[config.mk]
export PLATFORM = sky130hd
export DESIGN_NAME = math_expression_tokenizer
export DESIGN_NICKNAME = d
export VERILOG_FILES = /design/src/mexp_pkg.sv /design/src/mexp_lexer.sv /design/src/mexp_out_queue.sv /design/src/math_expression_tokenizer.sv
export SDC_FILE = /design/constraint.sdc
export NUM_CORES = 1
export LEC_CHECK = 0
export BUFFER_PORTS_ARGS = -buffer_cell sky130_fd_sc_hd__buf_2
export CORE_MARGIN = 3
export CORE_UTILIZATION = 48
export DETAILED_ROUTE_END_ITERATION = 6
export SYNTH_ARGS = -nofsm -noshare
export SYNTH_HDL_FRONTEND = slang
export SYNTH_SLANG_ARGS = --single-unit
[constraint.sdc]
create_clock -name clock -period 18.4 [get_ports clock]
set_input_delay 5.52 -clock clock [delete_from_list [all_inputs] [get_ports clock]]
set_output_delay 5.52 -clock clock [all_outputs]
set_load 0.005 [all_outputs]
[src/mexp_pkg.sv]
package mexp_pkg;

   localparam int PosWidth = 16;
   localparam int MaxRes   = 4;

   typedef enum logic [2:0] {
      MODE_IDLE, MODE_STRING, MODE_NUMBER, MODE_IDENT, MODE_IDENT_WAIT, MODE_OPER, MODE_ERROR
   } mode_type;

   localparam logic [4:0] K_STRING = 5'd0;
   localparam logic [4:0] K_NUMBER = 5'd1;
   localparam logic [4:0] K_VARIABLE = 5'd2;
   localparam logic [4:0] K_FUNCTION = 5'd3;
   localparam logic [4:0] K_LPAREN = 5'd4;
   localparam logic [4:0] K_RPAREN = 5'd5;
   localparam logic [4:0] K_SCOPE_START = 5'd6;
   localparam logic [4:0] K_SCOPE_END = 5'd7;
   localparam logic [4:0] K_ARRAY_START = 5'd8;
   localparam logic [4:0] K_ARRAY_END = 5'd9;
   localparam logic [4:0] K_SEPARATOR = 5'd10;
   localparam logic [4:0] K_UPLUS = 5'd11;
   localparam logic [4:0] K_UMINUS = 5'd12;
   localparam logic [4:0] K_UNOT = 5'd13;
   localparam logic [4:0] K_PLUS = 5'd14;
   localparam logic [4:0] K_MINUS = 5'd15;
   localparam logic [4:0] K_MULTIPLY = 5'd16;
   localparam logic [4:0] K_DIVIDE = 5'd17;
   localparam logic [4:0] K_POWER = 5'd18;
   localparam logic [4:0] K_ASSIGN = 5'd19;
   localparam logic [4:0] K_LESS = 5'd20;
   localparam logic [4:0] K_GREATER = 5'd21;
   localparam logic [4:0] K_EQUAL = 5'd22;
   localparam logic [4:0] K_NOT_EQUAL = 5'd23;
   localparam logic [4:0] K_GREATER_EQ = 5'd24;
   localparam logic [4:0] K_LESS_EQ = 5'd25;
   localparam logic [4:0] K_BIT_AND = 5'd26;
   localparam logic [4:0] K_BIT_OR = 5'd27;
   localparam logic [4:0] K_LOG_AND = 5'd28;
   localparam logic [4:0] K_LOG_OR = 5'd29;
   localparam logic [4:0] K_NONE = 5'd30;

   localparam logic [2:0] ERR_NONE = 3'd0;
   localparam logic [2:0] ERR_STRING = 3'd1;
   localparam logic [2:0] ERR_NUMBER = 3'd2;
   localparam logic [2:0] ERR_MISPLACED = 3'd3;
   localparam logic [2:0] ERR_UNKNOWN_OP = 3'd4;
   localparam logic [2:0] ERR_UNKNOWN_SYM = 3'd5;

   localparam logic [7:0] CH_NEWLINE = 8'h0A;

   typedef struct packed {
      logic [4:0]          kind;
      logic [PosWidth-1:0] pos;
      logic [PosWidth-1:0] len;
      logic [2:0]          err;
   } res_type;

   typedef struct packed {
      res_type [MaxRes-1:0] res;
      logic [2:0]           cnt;
      logic                 eoe;
   } bundle_type;

   typedef struct packed {
      mode_type            mode;
      logic [PosWidth-1:0] tstart;
      logic [PosWidth-1:0] tlen;
      logic [PosWidth-1:0] cpos;
      logic [7:0]          last;
      logic [7:0]          opa;
      logic [7:0]          opb;
      logic [1:0]          opcnt;
   } lex_state_type;

   typedef struct packed {
      logic [2:0] err;
      logic [4:0] kind;
   } single_type;

   typedef struct packed {
      logic [2:0] err;
      logic [1:0] n;
      logic [4:0] k1;
      logic [4:0] k2;
      logic [1:0] len;
      logic [7:0] newlast;
   } flush_type;

   localparam lex_state_type STATE_RESET = '{
      mode: MODE_IDLE, tstart: '0, tlen: '0, cpos: '0,
      last: "(", opa: '0, opb: '0, opcnt: '0};

   function automatic logic is_digit(input logic [7:0] c);
      return c >= "0" && c <= "9";
   endfunction

   function automatic logic is_alpha(input logic [7:0] c);
      return (c >= "a" && c <= "z") || (c >= "A" && c <= "Z");
   endfunction

   function automatic logic is_sep(input logic [7:0] c);
      return c == "," || c == ";" || c == CH_NEWLINE;
   endfunction

   function automatic logic is_op(input logic [7:0] c);
      return c == "+" || c == "-" || c == "*" || c == "/" || c == "^" || c == "!" ||
             c == "=" || c == "<" || c == ">" || c == "&" || c == "|";
   endfunction

   function automatic logic ident_start(input logic [7:0] c);
      return is_alpha(c) || c == "_";
   endfunction

   function automatic logic ident_body(input logic [7:0] c);
      return ident_start(c) || is_digit(c) || c == ".";
   endfunction

   function automatic logic lead_pos(input logic [7:0] c);
      return c == "(" || is_sep(c) || is_op(c);
   endfunction

   function automatic logic misplaced(input logic [7:0] c);
      return c == "(" || c == "{" || c == "[" || is_sep(c) || is_op(c);
   endfunction

   function automatic single_type single_op(input logic [7:0] c, input logic [7:0] prev);
      single_type r;
      r.err = ERR_NONE;
      r.kind = K_NONE;
      priority if (c == "-") r.kind = lead_pos(prev) ? K_UMINUS : K_MINUS;
      else if (c == "+") r.kind = lead_pos(prev) ? K_UPLUS : K_PLUS;
      else if (c == "!") r.kind = K_UNOT;
      else begin
         priority case (c)
            "*": r.kind = K_MULTIPLY;
            "/": r.kind = K_DIVIDE;
            "^": r.kind = K_POWER;
            "=": r.kind = K_ASSIGN;
            "<": r.kind = K_LESS;
            ">": r.kind = K_GREATER;
            "&": r.kind = K_BIT_AND;
            "|": r.kind = K_BIT_OR;
            default: r.err = ERR_UNKNOWN_OP;
         endcase
         if (r.err == ERR_NONE && misplaced(prev)) r.err = ERR_MISPLACED;
      end
      return r;
   endfunction

   function automatic logic [4:0] pair_kind(input logic [7:0] a, input logic [7:0] b);
      logic [4:0] k;
      k = K_NONE;
      priority if (b == "=" && a == "=") k = K_EQUAL;
      else if (b == "=" && a == "!") k = K_NOT_EQUAL;
      else if (b == "=" && a == ">") k = K_GREATER_EQ;
      else if (b == "=" && a == "<") k = K_LESS_EQ;
      else if (a == "&" && b == "&") k = K_LOG_AND;
      else if (a == "|" && b == "|") k = K_LOG_OR;
      else k = K_NONE;
      return k;
   endfunction

   // resolve a pending operator run of one, two or more characters
   function automatic flush_type flush_run(input logic [7:0] a, input logic [7:0] b,
                                           input logic [1:0] cnt, input logic [7:0] prev);
      flush_type  r;
      single_type s1;
      single_type s2;
      logic [4:0] pk;
      r = '0;
      s1 = single_op(a, prev);
      s2 = single_op(b, a);
      pk = pair_kind(a, b);
      if (cnt == 2'd3) begin
         r.err = ERR_UNKNOWN_OP;
      end else if (cnt == 2'd1) begin
         r.err = s1.err;
         r.n = 2'd1;
         r.k1 = s1.kind;
         r.len = 2'd1;
         r.newlast = a;
      end else if (pk != K_NONE) begin
         r.err = misplaced(prev) ? ERR_MISPLACED : ERR_NONE;
         r.n = 2'd1;
         r.k1 = pk;
         r.len = 2'd2;
         r.newlast = b;
      end else begin
         r.err = (s1.err != ERR_NONE) ? s1.err : s2.err;
         r.n = 2'd2;
         r.k1 = s1.kind;
         r.k2 = s2.kind;
         r.len = 2'd1;
         r.newlast = b;
      end
      return r;
   endfunction

   // append a result; a fifth one is dropped
   function automatic bundle_type add_res(input bundle_type b, input logic [4:0] k,
                                          input logic [PosWidth-1:0] p,
                                          input logic [PosWidth-1:0] l, input logic [2:0] e);
      bundle_type r;
      r = b;
      if (b.cnt < 3'(MaxRes)) begin
         r.res[b.cnt[1:0]] = '{kind: k, pos: p, len: l, err: e};
         r.cnt = b.cnt + 3'd1;
      end
      return r;
   endfunction

endpackage

[src/mexp_lexer.sv]
module mexp_lexer
   import mexp_pkg::*;
(
   input  lex_state_type cur_st,
   input  logic [7:0]    char_code,
   input  logic          end_of_input,
   output lex_state_type nxt_st,
   output bundle_type    bundle
);

   lex_state_type       st;
   bundle_type          b;
   flush_type           fl;
   logic                go;
   logic [PosWidth-1:0] pos;

   always_comb begin
      st = cur_st;
      b = '0;
      go = 1'b0;
      pos = cur_st.cpos;
      fl = flush_run(st.opa, st.opb, st.opcnt, st.last);

      unique case (cur_st.mode)
         MODE_STRING: begin
            if (char_code == "\"") begin
               b = add_res(b, K_STRING, st.tstart, st.tlen, ERR_NONE);
               st.last = "\"";
               st.mode = MODE_IDLE;
            end else if (st.tlen != '1) begin
               st.tlen = st.tlen + 1'b1;
            end
         end
         MODE_NUMBER: begin
            if (is_digit(char_code) || char_code == "." || char_code == "e" ||
                ((char_code == "-" || char_code == "+") && st.last == "e")) begin
               if (st.tlen != '1) st.tlen = st.tlen + 1'b1;
               st.last = char_code;
            end else if (ident_body(char_code)) begin
               b = add_res(b, K_NONE, st.tstart, '0, ERR_NUMBER);
               st.mode = MODE_ERROR;
            end else begin
               b = add_res(b, K_NUMBER, st.tstart, st.tlen, ERR_NONE);
               st.mode = MODE_IDLE;
               go = 1'b1;
            end
         end
         MODE_IDENT, MODE_IDENT_WAIT: begin
            if (cur_st.mode == MODE_IDENT && ident_body(char_code)) begin
               if (st.tlen != '1) st.tlen = st.tlen + 1'b1;
               st.last = char_code;
            end else if (char_code == " ") begin
               st.mode = MODE_IDENT_WAIT;
            end else begin
               b = add_res(b, (char_code == "(") ? K_FUNCTION : K_VARIABLE,
                           st.tstart, st.tlen, ERR_NONE);
               st.mode = MODE_IDLE;
               go = 1'b1;
            end
         end
         MODE_OPER: begin
            if (is_op(char_code)) begin
               if (st.opcnt == 2'd1) st.opb = char_code;
               if (st.opcnt != 2'd3) st.opcnt = st.opcnt + 2'd1;
            end else if (fl.err != ERR_NONE) begin
               b = add_res(b, K_NONE, st.tstart, '0, fl.err);
               st.mode = MODE_ERROR;
            end else begin
               b = add_res(b, fl.k1, st.tstart, PosWidth'(fl.len), ERR_NONE);
               if (fl.n == 2'd2) b = add_res(b, fl.k2, st.tstart, PosWidth'(fl.len), ERR_NONE);
               st.last = fl.newlast;
               st.mode = MODE_IDLE;
               go = 1'b1;
            end
         end
         MODE_IDLE: go = 1'b1;
         default: go = 1'b0;
      endcase

      if (go) begin
         priority if (char_code == "\"") begin
            st.mode = MODE_STRING;
            st.tstart = pos;
            st.tlen = '0;
         end else if (is_digit(char_code)) begin
            st.mode = MODE_NUMBER;
            st.tstart = pos;
            st.tlen = PosWidth'(1);
            st.last = char_code;
         end else if (ident_start(char_code)) begin
            st.mode = MODE_IDENT;
            st.tstart = pos;
            st.tlen = PosWidth'(1);
            st.last = char_code;
         end else if (is_op(char_code)) begin
            st.mode = MODE_OPER;
            st.tstart = pos;
            st.opa = char_code;
            st.opb = '0;
            st.opcnt = 2'd1;
         end else if (char_code == " ") begin
            st.mode = MODE_IDLE;
         end else begin
            st.last = char_code;
            priority case (char_code)
               "{": b = add_res(b, K_SCOPE_START, pos, '0, ERR_NONE);
               "}": begin
                  b = add_res(b, K_SCOPE_END, pos, '0, ERR_NONE);
                  b = add_res(b, K_SEPARATOR, pos, '0, ERR_NONE);
               end
               "[": b = add_res(b, K_ARRAY_START, pos, PosWidth'(1), ERR_NONE);
               "]": b = add_res(b, K_ARRAY_END, pos, PosWidth'(1), ERR_NONE);
               "(": b = add_res(b, K_LPAREN, pos, '0, ERR_NONE);
               ")": b = add_res(b, K_RPAREN, pos, '0, ERR_NONE);
               ",", ";", CH_NEWLINE: b = add_res(b, K_SEPARATOR, pos, '0, ERR_NONE);
               default: begin
                  st.last = cur_st.last;
                  b = add_res(b, K_NONE, pos, '0, ERR_UNKNOWN_SYM);
                  st.mode = MODE_ERROR;
               end
            endcase
         end
      end

      st.cpos = pos + 1'b1;

      if (end_of_input) begin
         fl = flush_run(st.opa, st.opb, st.opcnt, st.last);
         unique case (st.mode)
            MODE_STRING: b = add_res(b, K_NONE, st.tstart, '0, ERR_STRING);
            MODE_NUMBER: b = add_res(b, K_NUMBER, st.tstart, st.tlen, ERR_NONE);
            MODE_IDENT, MODE_IDENT_WAIT: b = add_res(b, K_VARIABLE, st.tstart, st.tlen, ERR_NONE);
            MODE_OPER: begin
               if (fl.err != ERR_NONE) begin
                  b = add_res(b, K_NONE, st.tstart, '0, fl.err);
               end else begin
                  b = add_res(b, fl.k1, st.tstart, PosWidth'(fl.len), ERR_NONE);
                  if (fl.n == 2'd2) begin
                     b = add_res(b, fl.k2, st.tstart, PosWidth'(fl.len), ERR_NONE);
                  end
               end
            end
            default: b.eoe = 1'b0;
         endcase
         if (b.cnt == 3'd0) b = add_res(b, K_NONE, pos, '0, ERR_NONE);
         b.eoe = 1'b1;
         st = STATE_RESET;
      end

      nxt_st = st;
      bundle = b;
   end

endmodule

[src/mexp_out_queue.sv]
module mexp_out_queue
   import mexp_pkg::*;
(
   input  logic                clock,
   input  logic                reset,
   input  logic                push,
   input  bundle_type          push_bundle,
   output logic                space,
   output logic                rsp_valid,
   input  logic                rsp_ready,
   output logic [4:0]          rsp_token_kind,
   output logic [PosWidth-1:0] rsp_start_pos,
   output logic [PosWidth-1:0] rsp_text_len,
   output logic [2:0]          rsp_error_code,
   output logic                rsp_last_of_item,
   output logic                rsp_end_of_expression
);

   bundle_type [1:0] slot_ff;
   logic       [1:0] count_ff, count_in;
   logic             wptr_ff, rptr_ff;
   logic       [1:0] idx_ff, idx_in;
   bundle_type       head;
   res_type          cur;
   logic             last_beat, pop;

   assign head = slot_ff[rptr_ff];
   assign cur = head.res[idx_ff];
   assign last_beat = ({1'b0, idx_ff} == head.cnt - 3'd1);
   assign rsp_valid = (count_ff != 2'd0);
   assign pop = rsp_valid && rsp_ready && last_beat;
   assign space = (count_ff != 2'd2);

   assign rsp_token_kind = cur.kind;
   assign rsp_start_pos = cur.pos;
   assign rsp_text_len = cur.len;
   assign rsp_error_code = cur.err;
   assign rsp_last_of_item = last_beat;
   assign rsp_end_of_expression = last_beat && head.eoe;

   always_comb begin
      count_in = count_ff + {1'b0, push} - {1'b0, pop};
      idx_in = idx_ff;
      if (rsp_valid && rsp_ready) idx_in = last_beat ? 2'd0 : idx_ff + 2'd1;
   end

   always_ff @(posedge clock) begin
      if (reset) begin
         count_ff <= '0;
         wptr_ff <= 1'b0;
         rptr_ff <= 1'b0;
         idx_ff <= '0;
      end else begin
         count_ff <= count_in;
         idx_ff <= idx_in;
         if (push) wptr_ff <= ~wptr_ff;
         if (pop) rptr_ff <= ~rptr_ff;
      end
   end

   always_ff @(posedge clock) begin
      if (push) slot_ff[wptr_ff] <= push_bundle;
   end

`ifndef SYNTH
   a_no_overflow: assert property (@(posedge clock) disable iff (reset)
      push |-> (count_ff != 2'd2 || pop))
      else $error("bundle queue overflow");
   a_head_nonempty: assert property (@(posedge clock) disable iff (reset)
      rsp_valid |-> (head.cnt != 3'd0 && {1'b0, idx_ff} < head.cnt))
      else $error("head bundle index out of range");
   a_push_nonempty: assert property (@(posedge clock) disable iff (reset)
      push |-> push_bundle.cnt != 3'd0)
      else $error("empty bundle pushed");
   a_idx_rewind: assert property (@(posedge clock) disable iff (reset)
      pop |=> idx_ff == 2'd0)
      else $error("beat index not rewound");
`endif

endmodule

[src/math_expression_tokenizer.sv]
// Expression tokenizer: one character beat in, zero to four token beats out.
// Path: a character passes the input register, then the lexer step that pushes its
// tokens into a two-deep bundle queue.
// Throughput: one character per cycle while the queue has space; tokens drain one
// per cycle with rsp_ready high, so multi-token characters stall the input.
// Reset (synchronous, active high) returns the lexer to idle at position 0.
module math_expression_tokenizer
   import mexp_pkg::*;
(
   input  logic                clock,
   input  logic                reset,
   input  logic                req_valid,
   output logic                req_ready,
   input  logic [7:0]          req_char_code,
   input  logic                req_end_of_input,
   output logic                rsp_valid,
   input  logic                rsp_ready,
   output logic [4:0]          rsp_token_kind,
   output logic [PosWidth-1:0] rsp_start_pos,
   output logic [PosWidth-1:0] rsp_text_len,
   output logic [2:0]          rsp_error_code,
   output logic                rsp_last_of_item,
   output logic                rsp_end_of_expression
);

   // input register
   logic          in_valid_ff;
   logic [7:0]    in_char_ff;
   logic          in_eoi_ff;

   // lexer state, advanced once per processed character
   lex_state_type state_ff, state_in;
   bundle_type    bundle;
   logic          space, step, push;

   // a buffered character is stepped once the queue can take its tokens
   assign step = in_valid_ff && space;
   assign push = step && (bundle.cnt != 3'd0);
   assign req_ready = !in_valid_ff || step;

   mexp_lexer u_lexer (
      .cur_st       (state_ff),
      .char_code    (in_char_ff),
      .end_of_input (in_eoi_ff),
      .nxt_st       (state_in),
      .bundle       (bundle)
   );

   mexp_out_queue u_queue (
      .clock                 (clock),
      .reset                 (reset),
      .push                  (push),
      .push_bundle           (bundle),
      .space                 (space),
      .rsp_valid             (rsp_valid),
      .rsp_ready             (rsp_ready),
      .rsp_token_kind        (rsp_token_kind),
      .rsp_start_pos         (rsp_start_pos),
      .rsp_text_len          (rsp_text_len),
      .rsp_error_code        (rsp_error_code),
      .rsp_last_of_item      (rsp_last_of_item),
      .rsp_end_of_expression (rsp_end_of_expression)
   );

   always_ff @(posedge clock) begin
      if (reset) begin
         in_valid_ff <= 1'b0;
         state_ff <= STATE_RESET;
      end else begin
         if (req_ready) in_valid_ff <= req_valid;
         if (step) state_ff <= state_in;
      end
   end

   // payload only, no reset needed
   always_ff @(posedge clock) begin
      if (req_valid && req_ready) begin
         in_char_ff <= req_char_code;
         in_eoi_ff <= req_end_of_input;
      end
   end

`ifndef SYNTH
   a_hold: assert property (@(posedge clock) disable iff (reset)
      (in_valid_ff && !space) |=> (in_valid_ff && $stable(in_char_ff)))
      else $error("buffered character lost while stalled");
   a_eoi_reset: assert property (@(posedge clock) disable iff (reset)
      (step && in_eoi_ff) |=> (state_ff.mode == MODE_IDLE && state_ff.cpos == '0))
      else $error("state not cleared after end of input");
   a_eoi_push: assert property (@(posedge clock) disable iff (reset)
      (step && in_eoi_ff) |-> push)
      else $error("end of input produced no token");
`endif

endmodule

-- Word level (Yosys, flattened, before mapping)
Index checks and enable logic that the tools add are counted.
- reductions and logical operators: 146
- $add $sub $neg: 13
- equal/unequal tests: 138
- bitwise logic cells: 2
- mux-type cells: 235
- $lt $le $gt $ge: 28
- operators by type and width (cell ; count):
    163-bit 2-to-1 mux ; 28
    164-bit 2-to-1 mux ; 18
    160-bit bitwise mux ; 17
    164-bit one-hot mux with 7 select lines ; 1
    8-bit by 6-bit equality test with 1-bit output, second input constant ; 82
    164-bit one-hot mux with 4 select lines ; 1
    163-bit one-hot mux with 4 select lines ; 1
    40-bit demux with 2-bit select ; 6
    328-bit bitwise mux ; 1
    40-bit 2-to-1 mux ; 7
    8-bit by 7-bit equality test with 1-bit output, second input constant ; 29
    164-bit demux with 1-bit select ; 1
    3-bit 2-to-1 mux ; 54
    5-bit 2-to-1 mux ; 27
    43-bit 2-to-1 mux ; 3
    4-bit one-hot mux with 8 select lines ; 4
    35-bit 2-to-1 mux ; 3
    10-bit 2-to-1 mux ; 10
    16-bit 2-to-1 mux ; 6
    1-bit logical OR ; 90
    44-bit 2-to-1 mux ; 2
    8-bit 2-to-1 mux ; 11
    40-bit binary-select mux with 2-bit select ; 1
    77-bit 2-to-1 mux ; 1
    48 further kinds ; 158
- output and inout bits: 44
- logic and storage cells: 613
- input port bits: 13
- register bits: 421

-- Logic depth before layout (Yosys ltp)
Gate-level depths: netlist (run 1).
- depth after elaboration: 93
- depth in mapped cells: 37

-- Hierarchy
A second synthesis (run 1) with hierarchy kept.
- cells, all modules: 2584
- area, all modules: 25931.1 µm²
- by module, submodules not included (module ; cells each ; area each (µm²) ; times used ; sequential area each (µm²)):
    mexp_out_queue ; 517 ; 12736.0 ; 1 ; 9969.6
    mexp_lexer ; 1701 ; 9567.9 ; 1 ; 0.0
    math_expression_tokenizer ; 366 ; 3627.2 ; 1 ; 1831.8

-- Least setup slack after synthesis (run 1)
No wires, ideal clock.
- path kind: flip-flop to flip-flop
- start: register state_ff[7] (netlist bit)
- end: register u_queue.slot_ff[0] (netlist bit) (enable)
- period minus slack after synthesis: 14.424 ns
- stages on the path, launching flop included: 31
- setup slack: 3.976 ns
- required time: 17.691 ns
- path buffers: 4
- arrival time: 13.715 ns
- cells stage by stage: dfxtp_1 -> or4b_1 -> or4_4 -> nor2_4 -> nor4_2 -> or3_1 -> a211oi_4 -> nand2_1 -> inv_1 -> clkbuf_1 -> ha_1 -> nor2b_1 -> o211ai_1 -> o21ai_0 -> ha_1 -> clkbuf_1 -> nor4_1 -> clkbuf_1 -> and3_1 -> o31a_1 -> a21oi_4 -> xnor2_1 -> inv_1 -> ha_1 -> nand3_1 -> o21ba_1 -> buf_4 -> a31oi_1 -> o21ai_1 -> a41oi_2 -> nor2b_1
- word-level cells in the longest chain between the ends: 60
- ends and longest elaborated chain (what ; line ; RTL):
    from (decl) ; math_expression_tokenizer.sv:32 ; lex_state_type state_ff, state_in;
    from (signal assigned) ; math_expression_tokenizer.sv:71 ; if (step) state_ff <= state_in;
    parallel branches: the longest is 57 deep, another holds 8-bit by 6-bit equality test with 1-bit output ; - ;
    164-bit 2-to-1 mux * ; mexp_lexer.sv:127 ; if (end_of_input) begin
    3-bit nonzero test * ; math_expression_tokenizer.sv:38 ; assign push = step && (bundle.cnt != 3'd0);
    1-bit logical AND * ; math_expression_tokenizer.sv:38 ;
    to (signal, indexed assignment) ; mexp_out_queue.sv:62 ; if (push) slot_ff[wptr_ff] <= push_bundle;
    to (decl) ; mexp_out_queue.sv:19 ; bundle_type [1:0] slot_ff;
Every way passes the cells marked *. The select of a mux whose other input is x is not followed.
A chain may end at the register's enable or synchronous reset.

-- Worst setup path after layout (run 1)
- start: register in_char_ff[1]
- end: register u_queue.slot_ff[132] (netlist bit) (enable)
- word-level cells in the longest chain between the ends: 53
- ends and longest elaborated chain (what ; line ; RTL):
    from (decl) ; math_expression_tokenizer.sv:28 ; logic [7:0] in_char_ff;
    from (signal assigned) ; math_expression_tokenizer.sv:78 ; in_char_ff <= req_char_code;
    parallel branches: the longest is 50 deep, another holds 8-bit by 7-bit >= comparator with 1-bit output ; - ;
    164-bit 2-to-1 mux * ; mexp_lexer.sv:127 ;
    3-bit nonzero test * ; math_expression_tokenizer.sv:38 ;
    1-bit logical AND * ; math_expression_tokenizer.sv:38 ;
Marked as above.

==> results.toml, run 1 <==
[synthesis]
synthArstFlopShare = 0
ys_top_cells_by_count = "edfxtp_1 (337), nor2_1 (332), nand2_1 (288), a21oi_1 (168), clkbuf_1 (160)"
synthDominantCellAreaShare = 0.389
yosys.area.top_type = "edfxtp_1"
yosysMostFrequentCell = "edfxtp_1"
synth_area_leaders = "edfxtp_1 (39%), mux4_2 (6.9%), dfxtp_1 (6.5%)"
yosysWarningCount = 0
syn_area_um2 = 26000
synthesis.nets = 2682
yosys_register_bits = 421
ys.flop_type = "edfxtp_1"
synthCells = 2646
syn_avg_cell_area_um2 = 9.83
synth_seq_area_share = 0.454
synth.distinct_cells = 115
synth-edff-count = 337

[placed_design]
portBuffers = 56
dp_hpwl_mm = 63.4
gp_congestion = 1.05
place_inst = 3226
post_dp_cell_area_um2 = 26700
preCtsSetupSlack_ns = 7.05

[setup_path]
rrSetupSlack_ns = 6.90
r2r_start = "in_char_ff[1]"
critical_path.endpoint = "u_queue.slot_ff[132]"
cp-startpoint = "in_char_ff[1]"
cp_slowest_cell = "edfxtp_1"
cp.required_ns = 18.60
reg2reg_to = "u_queue.slot_ff[132]"
cp-end-kind = "flop"
cp_max_fo = 80
cpPeakStageDelay_ns = 0.96
cp.arrival_ns = 11.70
cp_common_cell = "buf_4"
startpoint_type = "flop"
reg2reg_depth = 31
crit_type = "reg -> reg"

[routing]
avgViaCountPerCell = 6.73
avgRoutedWirePerCell_um = 27.6
drtIter0Drc = 2743
vias = 22307
ant_nets = 0
drc = 0
first_pass_iters = 6
wirelength_mm = 91.3

[timing]
setup_viol = 0
fin_crit_sh = 0.625
finalHoldViolations = 0
fin_tns_setup_ns = 0
fin_skew_ns = 0.0513
finalWorstSetupSlack_ns = 6.90
grt_setup_unrepaired = "false"
worstMarginPinSlew_ns = 1.15
drv_slew = 0
slew_headroom = 0.213
post-route-min-period_ns = 11.50
max_freq_mhz = 86.9

[clock_network]
cts_hold_buf = 0
root_buffer = "clkbuf_16"
cts_tree = "yes"
cts_made_buffers = 47
postCtsSetupRepairBufs = 0
clkTransAtPathRegs_ns = 0.06
clock-sinks = 421
cts_max_path_buffers = 3
clk_latency_ns = 0.62
post_cts_resized = 0
htreeDepth = 2

[power_and_ir_drop]
ir_drop_mv = 0.0790
finalPower_mw = 2.82
power.density_nw_per_um2 = 99.2
leakage_nw = 9.59

[grt]
grt_pass1_vias = 20834
grt_pass1_wl_mm = 136
grt_usage = 0.315
gr-total-overflow = 0
antenna_found_initial = 1
use_met1 = 0.462
top_usage_layer = "met2"
met2_usage = 0.464
grt_max_degree = 82
use_met3 = 0.0630

[outcome]
status = "completed"

[die]
die_h_um = 239
rows = 84
dieArea_um2 = 57000
core_area_um2 = 53100
start_util = 0.490
io_pins = 57
die_w_um = 239

[min_path]
min_from = "in_eoi_ff"
hp-class = "reg -> reg"

[final_layout]
area_growth_pct = 9.15
antenna_cells = 0
stdcell_count = 3314
multiInputGateArea_um2 = 13300
ff_latch_area_um2 = 11800
nFillCells = 4712
stdcell_area_um2 = 28400
nets = 2623
drive_gt1_frac = 0.147

[flow_run]
drv_cap = 0
## registers in the layout, summed over array words and instances, names as in the netlist
signal            count
u_queue.slot_ff     328
state_ff             77
in_char_ff            8
u_queue.count_ff      2
u_queue.idx_ff        2
in_eoi_ff             1
in_valid_ff           1
u_queue.rptr_ff       1
u_queue.wptr_ff       1
## where the power goes
| part | internal (mW) | switching [mW] | leakage [nW] |
|---|---|---|---|
| clock | 0.581 | 0.403 | 0.800 |
| combinational | 0.228 | 0.452 | 4.90 |
| sequential | 1.12 | 0.0354 | 3.89 |
| total | 1.93 | 0.891 | 9.59 |
## cell usage in the layout (no fill, tap or decap), types with 9 or more instances in the layout
master     instances
nand2b_1          21
o211ai_1          38
ha_1              23
o21ai_0          134
or3_1             22
mux2_2            60
nand3_1           90
buf_4             49
buf_2             56
xnor2_1           13
a31oi_1           31
a32oi_1            9
a22oi_1           60
a221oi_1           9
o22ai_1           32
a211oi_1          41
o221ai_1          17
inv_1             43
clkbuf_1           9
clkbuf_16         49
a22o_1            32
nand2_1          287
o21ai_1           23
mux2i_1           45
dfxtp_1           81
nor3_1            47
nand4_1           19
edfxtp_1         337
a21o_1            14
xor2_1            24
and3_1            30
nor2_1           330
nor2b_1           27
a21oi_1          165
mux4_2            80
o31ai_1           13
and2_1            22
## layout make-up
cell class / count / share of cell area
multi-input combinational: 1968 / 0.467
sequential: 421 / 0.416
clock buffer: 66 / 0.0483
tap: 688 / 0.0303
timing repair buffer: 105 / 0.0228
clock inverter: 22 / 0.00970
inverter: 44 / 0.00582
## worst min path at each step
stage                                      end  slack, ns  cells after the start
final                     u_queue.slot_ff[164]       0.54                      0
after global routing        u_queue.slot_ff[0]       0.56                      0
after CTS                   u_queue.slot_ff[0]       0.54                      0
after detailed placement  u_queue.slot_ff[164]       0.52                      0
after global placement    u_queue.slot_ff[164]       0.51                      0
after floorplan             u_queue.slot_ff[0]       0.48                      0
## worst max-delay path: cells and delay by family, from the launching register on
kind / cells / cell delay [ns]
adder cells (fa/ha/maj): 3 / 1.24
flip-flops: 1 / 0.96
AO/OA/AOI/OAI: 10 / 2.55
XOR/XNOR: 1 / 0.27
buffers and inverters: 6 / 2.92
AND/OR/NAND/NOR: 11 / 3.03
## cell families after synthesis
| family | count (synthesis) | share of synthesized area |
|---|---|---|
| adder cells (fa/ha/maj) | 24 | 0.0114 |
| flip-flops | 421 | 0.454 |
| AO/OA/AOI/OAI | 741 | 0.194 |
| multiplexers | 186 | 0.113 |
| buffers and inverters | 257 | 0.0395 |
| AND/OR/NAND/NOR | 980 | 0.176 |
| XOR/XNOR | 37 | 0.0125 |
## layer usage
metal  part of all wire  wire length (um)  vias to the layer above
li1                   -                 -                     9945
met1               0.44             40000                    10976
met2               0.43             39300                     1190
met3              0.094              8560                      194
met4              0.039              3520                        2
met5            0.00014                13                        -
## per-stage QoR
stage	hold WS (ns)	util
3_5_place_dp	0.523	0.504
6_report	0.536	0.535
3_3_place_gp	0.515	0.504
5_1_grt	0.562	0.535
2_1_floorplan	0.475	-
4_1_cts	0.541	0.535
Power figures use the tool's default switching activity.
==> run 2, diff against run 1 <==
- PLACE_DENSITY: not set -> 0.66
- clock period: 18.4 -> 9.5 ns (I/O delays scaled with it)
==> run 2 against run 1 <==
Effect of this change: core utilization grew 0.066 points; clock power is 81% higher; sequential power grew 93%; critical path type unchanged; critical endpoint is now u_queue.slot_ff[98]; largest power group unchanged.
==> results.toml, run 2 (same netlist as run 1, synthesis figures left out) <==
[final_layout]
reg_top3 = "u_queue.slot_ff (328), state_ff (77), in_char_ff (8)"
antenna_cells = 0
area_growth_pct = 9.28
final_util = 0.536
largest_reg_flops = 328
layout_commonest_cell = "edfxtp_1"
nets = 2639
drive_gt1_frac = 0.148
top_register = "u_queue.slot_ff"
layout_common_cells = "edfxtp_1 (337), nor2_1 (330), nand2_1 (287), a21oi_1 (165), o21ai_0 (134)"

[setup_path]
cp.required_ns = 9.70
crit_type = "reg -> reg"
cpPeakStageDelay_ns = 0.81
startpoint_type = "flop"
cp.arrival_ns = 9.27
cp_slowest_cell = "edfxtp_1"
cp_max_fo = 90
cp_common_cell = "buf_4"
cp-end-kind = "flop"

[timing]
post-route-min-period_ns = 9.06
fin_tns_setup_ns = 0
finalWorstSetupSlack_ns = 0.435
grt_setup_unrepaired = "false"
drv_slew = 0
max_freq_mhz = 110
fin_crit_sh = 0.954
finalHoldViolations = 0
setup_viol = 0
fin_skew_ns = 0.0245
slew_headroom = 0.124
worstMarginPinSlew_ns = 1.30

[power_and_ir_drop]
power.density_nw_per_um2 = 188
ir_drop_mv = 0.128
leakage_nw = 9.57

[die]
dieArea_um2 = 57000
rows = 84
start_util = 0.490
die_h_um = 239
die_w_um = 239
core_area_um2 = 53100
io_pins = 57

[min_path]
hp-class = "reg -> reg"

[placed_design]
portBuffers = 56
gp_congestion = 1.03
preCtsSetupSlack_ns = 0.662
dp_hpwl_mm = 62.2

[routing]
ant_nets = 0
wirelength_mm = 88.4
vias = 22449
first_pass_iters = 6
avgViaCountPerCell = 6.74
met2_length_mm = 39.3
route.met3.wl_mm = 8.04
wl_met1_mm = 38.4
drtIter0Drc = 2743
avgRoutedWirePerCell_um = 26.5
drc = 0
routed.top_layer = "met4"

[grt]
gr-total-overflow = 0
grt_max_degree = 91
antenna_found_initial = 0
grt_usage = 0.303
grt_pass1_vias = 20839
grt_pass1_wl_mm = 132

[clock_network]
htreeDepth = 2
cts_hold_buf = 0
cts_made_buffers = 46
root_buffer = "clkbuf_16"
cts_max_path_buffers = 3
clkTransAtPathRegs_ns = 0.06
cts_tree = "yes"
clk_latency_ns = 0.58
clock-sinks = 421

[outcome]
status = "completed"

[flow_run]
drv_cap = 0
run 2: changes by cell type in the layout (fill, tap and decap cells not counted), sizes merged:
cell	previous run	this run
inv	45	48
buf	105	122
clkbuf	66	58
clkinv	14	18
clkinvlp	3	2
run 2: repair_timing:
item / 4_1_cts / 5_1_grt
setup buffers: 0 / 1
resized for setup: 0 / 1
endpoints found under the hold margin: 0 / 0
endpoints found under the setup margin: 0 / 240
run 2: final cells by class:
class / instances / area (um^2)
Sequential cell: 421 / 11800
Fill cell: 4727 / 24700
Clock buffer: 58 / 1220
Clock inverter: 28 / 275
Timing Repair Buffer: 122 / 842
Inverter: 44 / 165
Multi-Input combinational cell: 1968 / 13300
Tap cell: 688 / 861
run 2: worst max-delay path, delay by kind of cell, from the launching register on:
family	cells	cell delay, ns
simple gates	11	3.34
compound gates	10	2.30
buf+inv	6	1.40
flops	1	0.81
fa+ha+maj	2	0.55
xor+xnor	1	0.19
run 2: metal layers:
| metal | GRT usage | vias up |
|---|---|---|
| met4 | 0.0951 | 0 |
| met3 | 0.0516 | 161 |
| met5 | 0 | - |
| li1 | - | 10008 |
| met2 | 0.460 | 1233 |
| met1 | 0.446 | 11047 |
run 2: metrics by stage:
step / total power [mW] / cell area [um^2] / hold slack, ns / cells
2_1_floorplan: 3.11 / 26000 / 0.475 / 2646
3_3_place_gp: 3.55 / 26900 / 0.535 / 3242
3_5_place_dp: 3.58 / 26900 / 0.550 / 3242
4_1_cts: 5.36 / 28400 / 0.566 / 3328
5_1_grt: 5.54 / 28400 / 0.598 / 3329
6_report: 5.34 / 28400 / 0.564 / 3329
run 2: power breakdown:
part           internal [mW]  switching (mW)
logic                  0.461           0.879
registers               2.16          0.0594
clock network           1.03           0.752
run 2: final timing paths:
| kind | slack (ns) | startpoint | end | cells after the start |
|---|---|---|---|---|
| max | 0.44 | in_char_ff[0] | u_queue.slot_ff[98] | 30 |
| min | 0.56 | in_valid_ff | in_valid_ff | 2 |
| max reg2reg | 0.44 | in_char_ff[0] | u_queue.slot_ff[98] | 30 |
| min reg2reg | 0.56 | in_valid_ff | in_valid_ff | 2 |
